File: src/design/pgf_pkg.sv
`timescale 1ns / 1ps

package pgf_pkg;

  localparam int WIDTH       = 128;
  localparam int HEIGHT      = 128;
  localparam int MAX_GRAY    = 15;
  localparam int HALF_WIDTH  = (WIDTH + 1) / 2;
  localparam int STORE_BYTES = HALF_WIDTH * HEIGHT;
  localparam int ADDR_W      = (STORE_BYTES > 1) ? $clog2(STORE_BYTES) : 1;
  localparam int CALC_W      = 32;

  localparam logic [7:0] LOW_NIBBLE  = 8'h0F;
  localparam logic [7:0] HIGH_NIBBLE = 8'hF0;

  typedef logic [ADDR_W-1:0] addr_t;

  typedef enum logic [1:0] {
    KIND_DRAW  = 2'd0,
    KIND_CLEAR = 2'd1,
    KIND_READ  = 2'd2
  } kind_t;

  typedef enum logic [1:0] {
    S_SWEEP,
    S_IDLE,
    S_RMW,
    S_READ
  } state_t;

  // decoded input beat
  typedef struct packed {
    logic [1:0] kind;
    logic       in_frame;
    addr_t      pix_addr;
    logic       odd;
    logic [3:0] nib;
    logic [7:0] fill;
    logic       idx_ok;
    addr_t      idx_addr;
  } cmd_t;

  typedef struct packed {
    logic       wr_en;
    addr_t      wr_addr;
    logic [7:0] wr_data;
    logic       rd_en;
    addr_t      rd_addr;
  } mem_req_t;

endpackage

File: src/design/pgf_ctrl.sv
`timescale 1ns / 1ps

module pgf_ctrl (
  input  logic              clk,
  input  logic              rst_n,
  input  logic              in_valid,
  output logic              in_ready,
  input  pgf_pkg::cmd_t     cmd,
  input  logic [7:0]        rd_data,
  output pgf_pkg::mem_req_t mem_req,
  output logic              out_valid,
  input  logic              out_ready,
  output logic [7:0]        out_data
);

  pgf_pkg::state_t state_r, state_nxt;
  pgf_pkg::addr_t  cnt_r, cnt_nxt;
  pgf_pkg::addr_t  addr_r, addr_nxt;
  logic [7:0]      fill_r, fill_nxt;
  logic            odd_r, odd_nxt;
  logic [3:0]      nib_r, nib_nxt;
  logic            zero_r, zero_nxt;
  logic            out_valid_r, out_valid_nxt;
  logic [7:0]      out_data_r, out_data_nxt;
  logic            slot_free;

  localparam pgf_pkg::addr_t LAST_ADDR = pgf_pkg::ADDR_W'(pgf_pkg::STORE_BYTES - 1);

  always_ff @(posedge clk) begin
    if (!rst_n) begin
      state_r     <= pgf_pkg::S_SWEEP;
      cnt_r       <= '0;
      fill_r      <= '0;
      out_valid_r <= 1'b0;
    end else begin
      state_r     <= state_nxt;
      cnt_r       <= cnt_nxt;
      fill_r      <= fill_nxt;
      out_valid_r <= out_valid_nxt;
    end
  end

  always_ff @(posedge clk) begin
    addr_r     <= addr_nxt;
    odd_r      <= odd_nxt;
    nib_r      <= nib_nxt;
    zero_r     <= zero_nxt;
    out_data_r <= out_data_nxt;
  end

  assign slot_free = !out_valid_r || out_ready;

  always_comb begin
    state_nxt     = state_r;
    cnt_nxt       = cnt_r;
    fill_nxt      = fill_r;
    addr_nxt      = addr_r;
    odd_nxt       = odd_r;
    nib_nxt       = nib_r;
    zero_nxt      = zero_r;
    out_valid_nxt = out_valid_r && !out_ready;
    out_data_nxt  = out_data_r;
    in_ready      = 1'b0;
    mem_req       = '0;

    unique case (state_r)
      pgf_pkg::S_SWEEP: begin
        mem_req.wr_en   = 1'b1;
        mem_req.wr_addr = cnt_r;
        mem_req.wr_data = fill_r;
        if (cnt_r == LAST_ADDR) begin
          state_nxt = pgf_pkg::S_IDLE;
        end else begin
          cnt_nxt = cnt_r + 1'b1;
        end
      end
      pgf_pkg::S_IDLE: begin
        in_ready = 1'b1;
        if (in_valid) begin
          unique case (cmd.kind)
            pgf_pkg::KIND_DRAW: begin
              if (cmd.in_frame) begin
                mem_req.rd_en   = 1'b1;
                mem_req.rd_addr = cmd.pix_addr;
                addr_nxt        = cmd.pix_addr;
                odd_nxt         = cmd.odd;
                nib_nxt         = cmd.nib;
                state_nxt       = pgf_pkg::S_RMW;
              end
            end
            pgf_pkg::KIND_CLEAR: begin
              cnt_nxt   = '0;
              fill_nxt  = cmd.fill;
              state_nxt = pgf_pkg::S_SWEEP;
            end
            pgf_pkg::KIND_READ: begin
              mem_req.rd_en   = cmd.idx_ok;
              mem_req.rd_addr = cmd.idx_addr;
              zero_nxt        = !cmd.idx_ok;
              state_nxt       = pgf_pkg::S_READ;
            end
            default: begin
              // unused kind: beat taken, nothing done
            end
          endcase
        end
      end
      pgf_pkg::S_RMW: begin
        mem_req.wr_en   = 1'b1;
        mem_req.wr_addr = addr_r;
        if (odd_r) begin
          mem_req.wr_data = (rd_data & pgf_pkg::HIGH_NIBBLE) | {4'h0, nib_r};
        end else begin
          mem_req.wr_data = (rd_data & pgf_pkg::LOW_NIBBLE) | {nib_r, 4'h0};
        end
        state_nxt = pgf_pkg::S_IDLE;
      end
      pgf_pkg::S_READ: begin
        // read data stays in the RAM output register until the slot frees
        if (slot_free) begin
          out_valid_nxt = 1'b1;
          out_data_nxt  = zero_r ? 8'h00 : rd_data;
          state_nxt     = pgf_pkg::S_IDLE;
        end
      end
      default: begin
        state_nxt = pgf_pkg::S_IDLE;
      end
    endcase
  end

  assign out_valid = out_valid_r;
  assign out_data  = out_data_r;

  a_idle_no_write: assert property (@(posedge clk) disable iff (!rst_n)
    (state_r == pgf_pkg::S_IDLE) |-> !mem_req.wr_en)
    else $error("store written while idle");

  a_rise_from_read: assert property (@(posedge clk) disable iff (!rst_n)
    $rose(out_valid_r) |-> $past(state_r == pgf_pkg::S_READ))
    else $error("result raised outside read state");

  a_rmw_one_cycle: assert property (@(posedge clk) disable iff (!rst_n)
    (state_r == pgf_pkg::S_RMW) |=> (state_r == pgf_pkg::S_IDLE))
    else $error("read-modify-write did not finish");

  a_no_overwrite: assert property (@(posedge clk) disable iff (!rst_n)
    (out_valid_r && !out_ready) |=> (out_valid_r && $stable(out_data_r)))
    else $error("pending result lost");

endmodule

File: config.mk
export PLATFORM = sky130hd
export DESIGN_NAME = pgf_ctrl
export DESIGN_NICKNAME = d
export VERILOG_FILES = /design/src/design/pgf_pkg.sv /design/src/design/pgf_ctrl.sv
export SDC_FILE = /design/constraint.sdc
export NUM_CORES = 1
export LEC_CHECK = 0
export BUFFER_PORTS_ARGS = -buffer_cell sky130_fd_sc_hd__buf_4
export CAP_MARGIN = 20
export CORE_AREA = 2 2 78 80
export DETAILED_ROUTE_END_ITERATION = 10
export DIE_AREA = 0 0 80 82
export GPL_TIMING_DRIVEN = 1
export PLACE_DENSITY_LB_ADDON = 0.15
export SYNTH_ARGS = -nofsm -noshare
export SYNTH_HDL_FRONTEND = slang
export SYNTH_SLANG_ARGS = --single-unit
File: constraint.sdc
create_clock -name clk -period 2.8 [get_ports clk]
set_clock_uncertainty 0.15 [all_clocks]
set_input_delay 0.56 -clock clk [delete_from_list [all_inputs] [get_ports clk]]
set_output_delay 0.56 -clock clk [all_outputs]
set_load 0.01 [all_outputs]
==> results.md, run 1 <==
* Warnings, synthesis at 0
* Slew margin rel. at 50.4%
* Tightest Pin Transition at 743 ps
* Worst endpoint required time at 2090 ps
* CP max stage cell: ha_1
* Crit-path leading delay family: buffers and inverters
* Worst Setup SP: cmd[41]
* Core ar. at ~5700 µm²
* Crit path DAT at 1850 ps
* Crit path max fanout at 16
* Die Area at 6560 µm²
* Design area at 3580 µm²
* Crit-path cells: buf_4, inv_1, ha_1, o211ai_1, buf_4, nor2_1, buf_4
* Die span in y at 82 µm
* Routed vias at about 2400
* Fin Hold WS at 280 ps
* Number of vias per cell at 5.30
* # rows at 28
* R2R Path Start: cnt_r[0]$_SDFFE_PN0P_
* Overall Global Routing Usage at 20.2%
* Post-CTS sizing at 0
* I/O Buffers at 100
* Worst hold path class: primary input to flop
* Drt drc at 0
* CTS sink cnt at 51
* Clock Latency Late Sink at 300 ps
* DR iter-0 viols at around 240
* Async set or reset register ratio after synthesis at 0%
* Max-cap violations at 0
* R2r endpoint: cnt_r[10]$_SDFFE_PN0P_
* Commonest non-fill, non-tap cells in the layout: buf_4, nor2_1, edfxtp_1, nand2_1, dfxtp_1
* Commonest non-fill, non-tap cell in the layout: buf_4
* Routed WL per cell at 14.5 µm
* Post-Route Utilization at 62.4%
* Slew Limit Fails at 0
* Crit path top cell by count: buf_4
* Die X at 80 µm
* Post-Syn Area at around 2700 µm²
* Layout area overhead at 32.3%
* Worst Hold Path EP: nib_r[2]$_DFFE_PP_
* Leak at 1.47 nW
* Worst-path clk slew at around 90 ps
* Number of setup buffers added after CTS at 0
* Worst path buffer plus inverter count at 4
* Initial core utilization at 47.1%
* Unrepaired setup endpoints after global routing: false
* Largest net degree at the start of global routing at 32
* Post-route ant nets at 0
* Remaining global-route overflow at 0
* P per Cell Area at 368 nW/µm²
* Clock buffer depth at 2
* Fin worst setup slack at 239 ps
* Crit. End Element: output pin
* IO Pins at 101
* Post-route setup TNS at 0 ps
* Main synth FF type: edfxtp_1
* CTS tree: built
* Startpoint types: primary input
* Share of cells above drive strength 1 at 31.8%
* Routability Congestion at 0.782
* Sequential area share after synthesis at 47.7%
* Fmax at 391 MHz
* Initial antenna violation count at 0
* Diode count at 0
* TritonRoute pass-1 iters at 4
* CTS root buf: clkbuf_8
* Post-Synthesis Net Count at around 340
* Final WL at 6.47 mm
* Synth unique cells at 48
* Post-synth EDFFs at 27
* Peak supply drop at 0.000173 V
* #FFs+latches synth at 51
* Worst Reg-to-Reg Cells at 5
* Detailed placer's ending HPWL at 4.75 mm
* Placed cell areas at 3500 µm²
* CP peak stage delay at 480 ps
* Vias in the first global route at approximately 2200
* Hold Path Stages at 1
* Reg-to-reg setup timing slack at about 800 ps
* Clock buffer count from CTS at 5
* Synthesized instance count at 279
* Period utilization at around nine tenths
* CP Class: primary input to output pin
* Avg Cell Area, Syn at 9.70 µm²
* Fin crit period at 2560 ps
* Final setup viols at 0
* H-tree levels at 2
* Pre-CTS setup slack at between 200 and 250 ps
* HP Start: cmd[24]
* Hold-fix buffers at CTS at 0
* Status: complete, no violations
* Final Net Count at 429
* Fin. Hold Viols at 0
* First-pass GRT wire length at approximately 10 mm
[state kept, by name (all words and copies together) (netlist names)]
register and count:
nib_r 4, fill_r 8, zero_r 1, out_data 8, cnt_r 13, out_valid 1, state_r 2, addr_r 13
odd_r 1
[area by class of cell]
cell class	instances	area [µm²]
Sequential cell	51	1290
Clock buffer	6	72.6
Multi-Input combinational cell	201	1300
Clock inverter	2	12.5
Timing Repair Buffer	106	796
Tap cell	75	93.8
Fill cell	494	2160
Inverter	5	18.8
[cell families after synthesis]
kind of cell / Yosys count / share of synthesized area, %
and+or+nand+nor: 115 / 21.4
AOI/OAI and AO/OA: 59 / 16.2
DFF: 51 / 47.7
buffers and inverters: 27 / 4.34
muxes: 23 / 8.50
adders and majority gates: 4 / 1.85
[power by group]
part	internal, mW	switching (mW)	leakage, nW
clock	0.175	0.236	0.0412
sequential	0.787	0.00484	0.438
combinational	0.0735	0.0440	0.992
total	1.04	0.284	1.47
[worst register-to-register path: stages, from the launching register on]
cell     delay [ps]
dfxtp_1         360
ha_1            260
and3_1          280
and4_4          240
or3_4           400
o32ai_2         240
[metrics by stage]
stage	power [mW]	cells
floorplan	0.851	279
global placement	0.924	438
detailed placement	0.927	438
CTS	1.33	446
global route	1.37	446
finish	1.32	446
[synth_stat cells (all sizes together) (3+ instances only)]
| master | instances | share of area, % |
|---|---|---|
| a211oi | 8 | 2.2 |
| a21boi | 13 | 3.6 |
| a21oi | 3 | 0.55 |
| a22oi | 13 | 3.6 |
| and3 | 7 | 1.6 |
| buf | 7 | 1.6 |
| clkbuf | 15 | 2.1 |
| dfxtp | 24 | 18 |
| edfxtp | 27 | 30 |
| ha | 4 | 1.8 |
| inv | 5 | 0.69 |
| mux2i | 23 | 8.5 |
| nand2 | 26 | 3.6 |
| nand3 | 4 | 0.74 |
| nand3b | 4 | 1.1 |
| nor2 | 40 | 5.5 |
| nor2b | 11 | 2.5 |
| nor3 | 5 | 1.1 |
| o21ai | 3 | 0.55 |
| o22ai | 6 | 1.4 |
| o31ai | 3 | 0.83 |
| or4 | 3 | 0.83 |
[layer usage]
metal | share of wire (%) | wire length [µm] | vias to the layer above | GRT usage, %
met5 | 0 | 0 | - | 0
met4 | 0.90 | 58 | 0 | 4.58
met3 | 7.5 | 484 | 5 | 5.27
met2 | 46 | 2980 | 91 | 32.6
met1 | 46 | 2950 | 1079 | 27.3
li1 | - | - | 1191 | -
[worst max path at each step]
stage                   to  slack (ps)  cells past startpoint
6_report        mem_req[9]         240                      7
5_1_grt         mem_req[4]         100                      7
4_1_cts         mem_req[9]         220                      7
3_5_place_dp    mem_req[9]         230                      7
3_3_place_gp   mem_req[11]         290                      7
2_1_floorplan  mem_req[13]         260                      6
(Power assumes the default switching activity.)
==> run 2, diff against run 1 <==
==> constraint.sdc (replaced) <==
create_clock -name clk -period 2.7 [get_ports clk]
set_clock_uncertainty 0.15 [all_clocks]
set_input_delay 0.54 -clock clk [delete_from_list [all_inputs] [get_ports clk]]
set_output_delay 0.54 -clock clk [all_outputs]
set_load 0.01 [all_outputs]
==> results.md, run 2 (synthesis gave the netlist of run 1 again) <==
* Crit. End Element: output pin
* HP Start: cmd[23]
* Routed WL per cell at 15.0 µm
* Placed cell areas at between 3000 and 4000 µm²
* H-tree levels at 2
* Worst Reg-to-Reg Cells at 5
* Fin. Hold Viols at 0
* Number of vias per cell at between 5 and 6
* Layout area overhead at 32.6%
* Final Net Count at 430
* Fin Hold WS at 254 ps
* Diode count at 0
* Clock buffer count from CTS at 5
* Worst hold path class: primary input to flop
* Initial antenna violation count at 0
* Worst-path clk slew at 90 ps
* Post-route ant nets at 0
* Vias in the first global route at 2273
* TritonRoute pass-1 iters at 4
* R2R Path Start: cnt_r[0]$_SDFFE_PN0P_
* Crit-path leading delay family: simple AND/OR/NAND/NOR gates
* Crit-path cells: buf_4, inv_1, ha_1, and2_1, and3_1, a21o_1, buf_4
* # rows at 28
* Startpoint types: primary input
* Crit path top cell by count: buf_4
* Commonest non-fill, non-tap cell in the layout: buf_4
* P per Cell Area at 384 nW/µm²
* Slew margin rel. at 51.2%
* Final WL at 6.72 mm
* Die X at 80 µm
* Commonest non-fill, non-tap cells in the layout: buf_4, nor2_1, edfxtp_1, nand2_1, dfxtp_1
* R2r endpoint: cnt_r[10]$_SDFFE_PN0P_
* Core ar. at 5750 µm²
* Post-route setup TNS at 0 ps
* Clock buffer depth at 2
* Clock Latency Late Sink at 300 ps
* Largest net degree at the start of global routing at 32
* Tightest Pin Transition at 730 ps
* Number of setup buffers added after CTS at 0
* CP Class: primary input to output pin
* Unrepaired setup endpoints after global routing: false
* First-pass GRT wire length at 10.9 mm
* Routability Congestion at 0.753
* Peak supply drop at 0.000212 V
* Crit path max fanout at 15
* Share of cells above drive strength 1 at roughly a third
* CTS sink cnt at 51
* Worst path buffer plus inverter count at 3
* Fmax at 398 MHz
* Worst endpoint required time at 2010 ps
* Die span in y at 82 µm
* Slew Limit Fails at 0
* Worst Hold Path EP: nib_r[1]$_DFFE_PP_
* Routed vias at 2422
* Post-CTS sizing at 0
* Hold Path Stages at 1
* Detailed placer's ending HPWL at a little under 5 mm
* Total power at 1.38 mW
* Post-Route Utilization at ~63%
* Status: complete, no violations
* Die Area at 6560 µm²
* Design area at 3590 µm²
* CP peak stage delay at 450 ps
* Pre-CTS setup slack at 165 ps
* Drt drc at 0
* Hold-fix buffers at CTS at 0
* CTS tree: built
* Initial core utilization at 47.1%
* Largest registers: addr_r (13), cnt_r (13)
* Placed Instances at 439
* CP max stage cell: and2_1
* IO Pins at between 100 and 150
* Remaining global-route overflow at 0
* I/O Buffers at 100
* Final setup viols at 0
* Period utilization at 93.0%
* Reg-to-reg setup timing slack at around 680 ps
* Fin worst setup slack at roughly 190 ps
* CTS root buf: clkbuf_8
* Crit path DAT at roughly 1800 ps
* Max-cap violations at 0
* Leak at about 1.5 nW
* DR iter-0 viols at roughly 140
* Fin crit period at 2510 ps
* Final non-filler cell total at 447
* Overall Global Routing Usage at a little over a fifth
==> run 2: cell count changes in the layout (fill, tap and decap cells not counted) <==
| cell | before | now |
|---|---|---|
| buf_4 | 106 | 107 |
==> run 2: worst max-delay path by stage <==
stage	start	endpoint	cells after the start
final	cmd[41]	mem_req[13]	7
after global routing	cmd[41]	mem_req[13]	7
after CTS	cmd[41]	mem_req[13]	7
after detailed placement	cmd[41]	mem_req[13]	7
after global placement	cmd[41]	mem_req[13]	7
after floorplan	cmd[41]	mem_req[13]	6
==> run 2: worst register-to-register path: stages, from the launching register on <==
cell	delay, ps
dfxtp_1	360
ha_1	260
and3_1	280
and4_4	240
or3_4	400
o32ai_2	250
==> run 2: report_power, final <==
part           total, mW  internal, mW  leakage (nW)  switching [mW]
registers          0.822         0.817         0.438         0.00509
logic              0.122        0.0770         0.997          0.0454
clock network      0.435         0.182        0.0412           0.253
==> run 2: metal layers <==
layer | wire (µm) | vias to the layer above | share of wire, % | GRT usage [%]
met2 | 3150 | 92 | 47 | 34.5
met3 | 482 | 5 | 7.2 | 5.16
met4 | 70 | 0 | 1.0 | 5.08
met1 | 3020 | 1126 | 45 | 28.6
met5 | 0 | - | 0 | 0
li1 | - | 1199 | - | -
==> run 2: final cells by class <==
cell class              count  area (µm²)
clock inverters             2        12.5
multi-input cells         201        1300
fillers                   510        2150
flip-flops and latches     51        1290
well taps                  75        93.8
clock buffers               6        72.6
inverters                   5        18.8
repair buffers            107         803
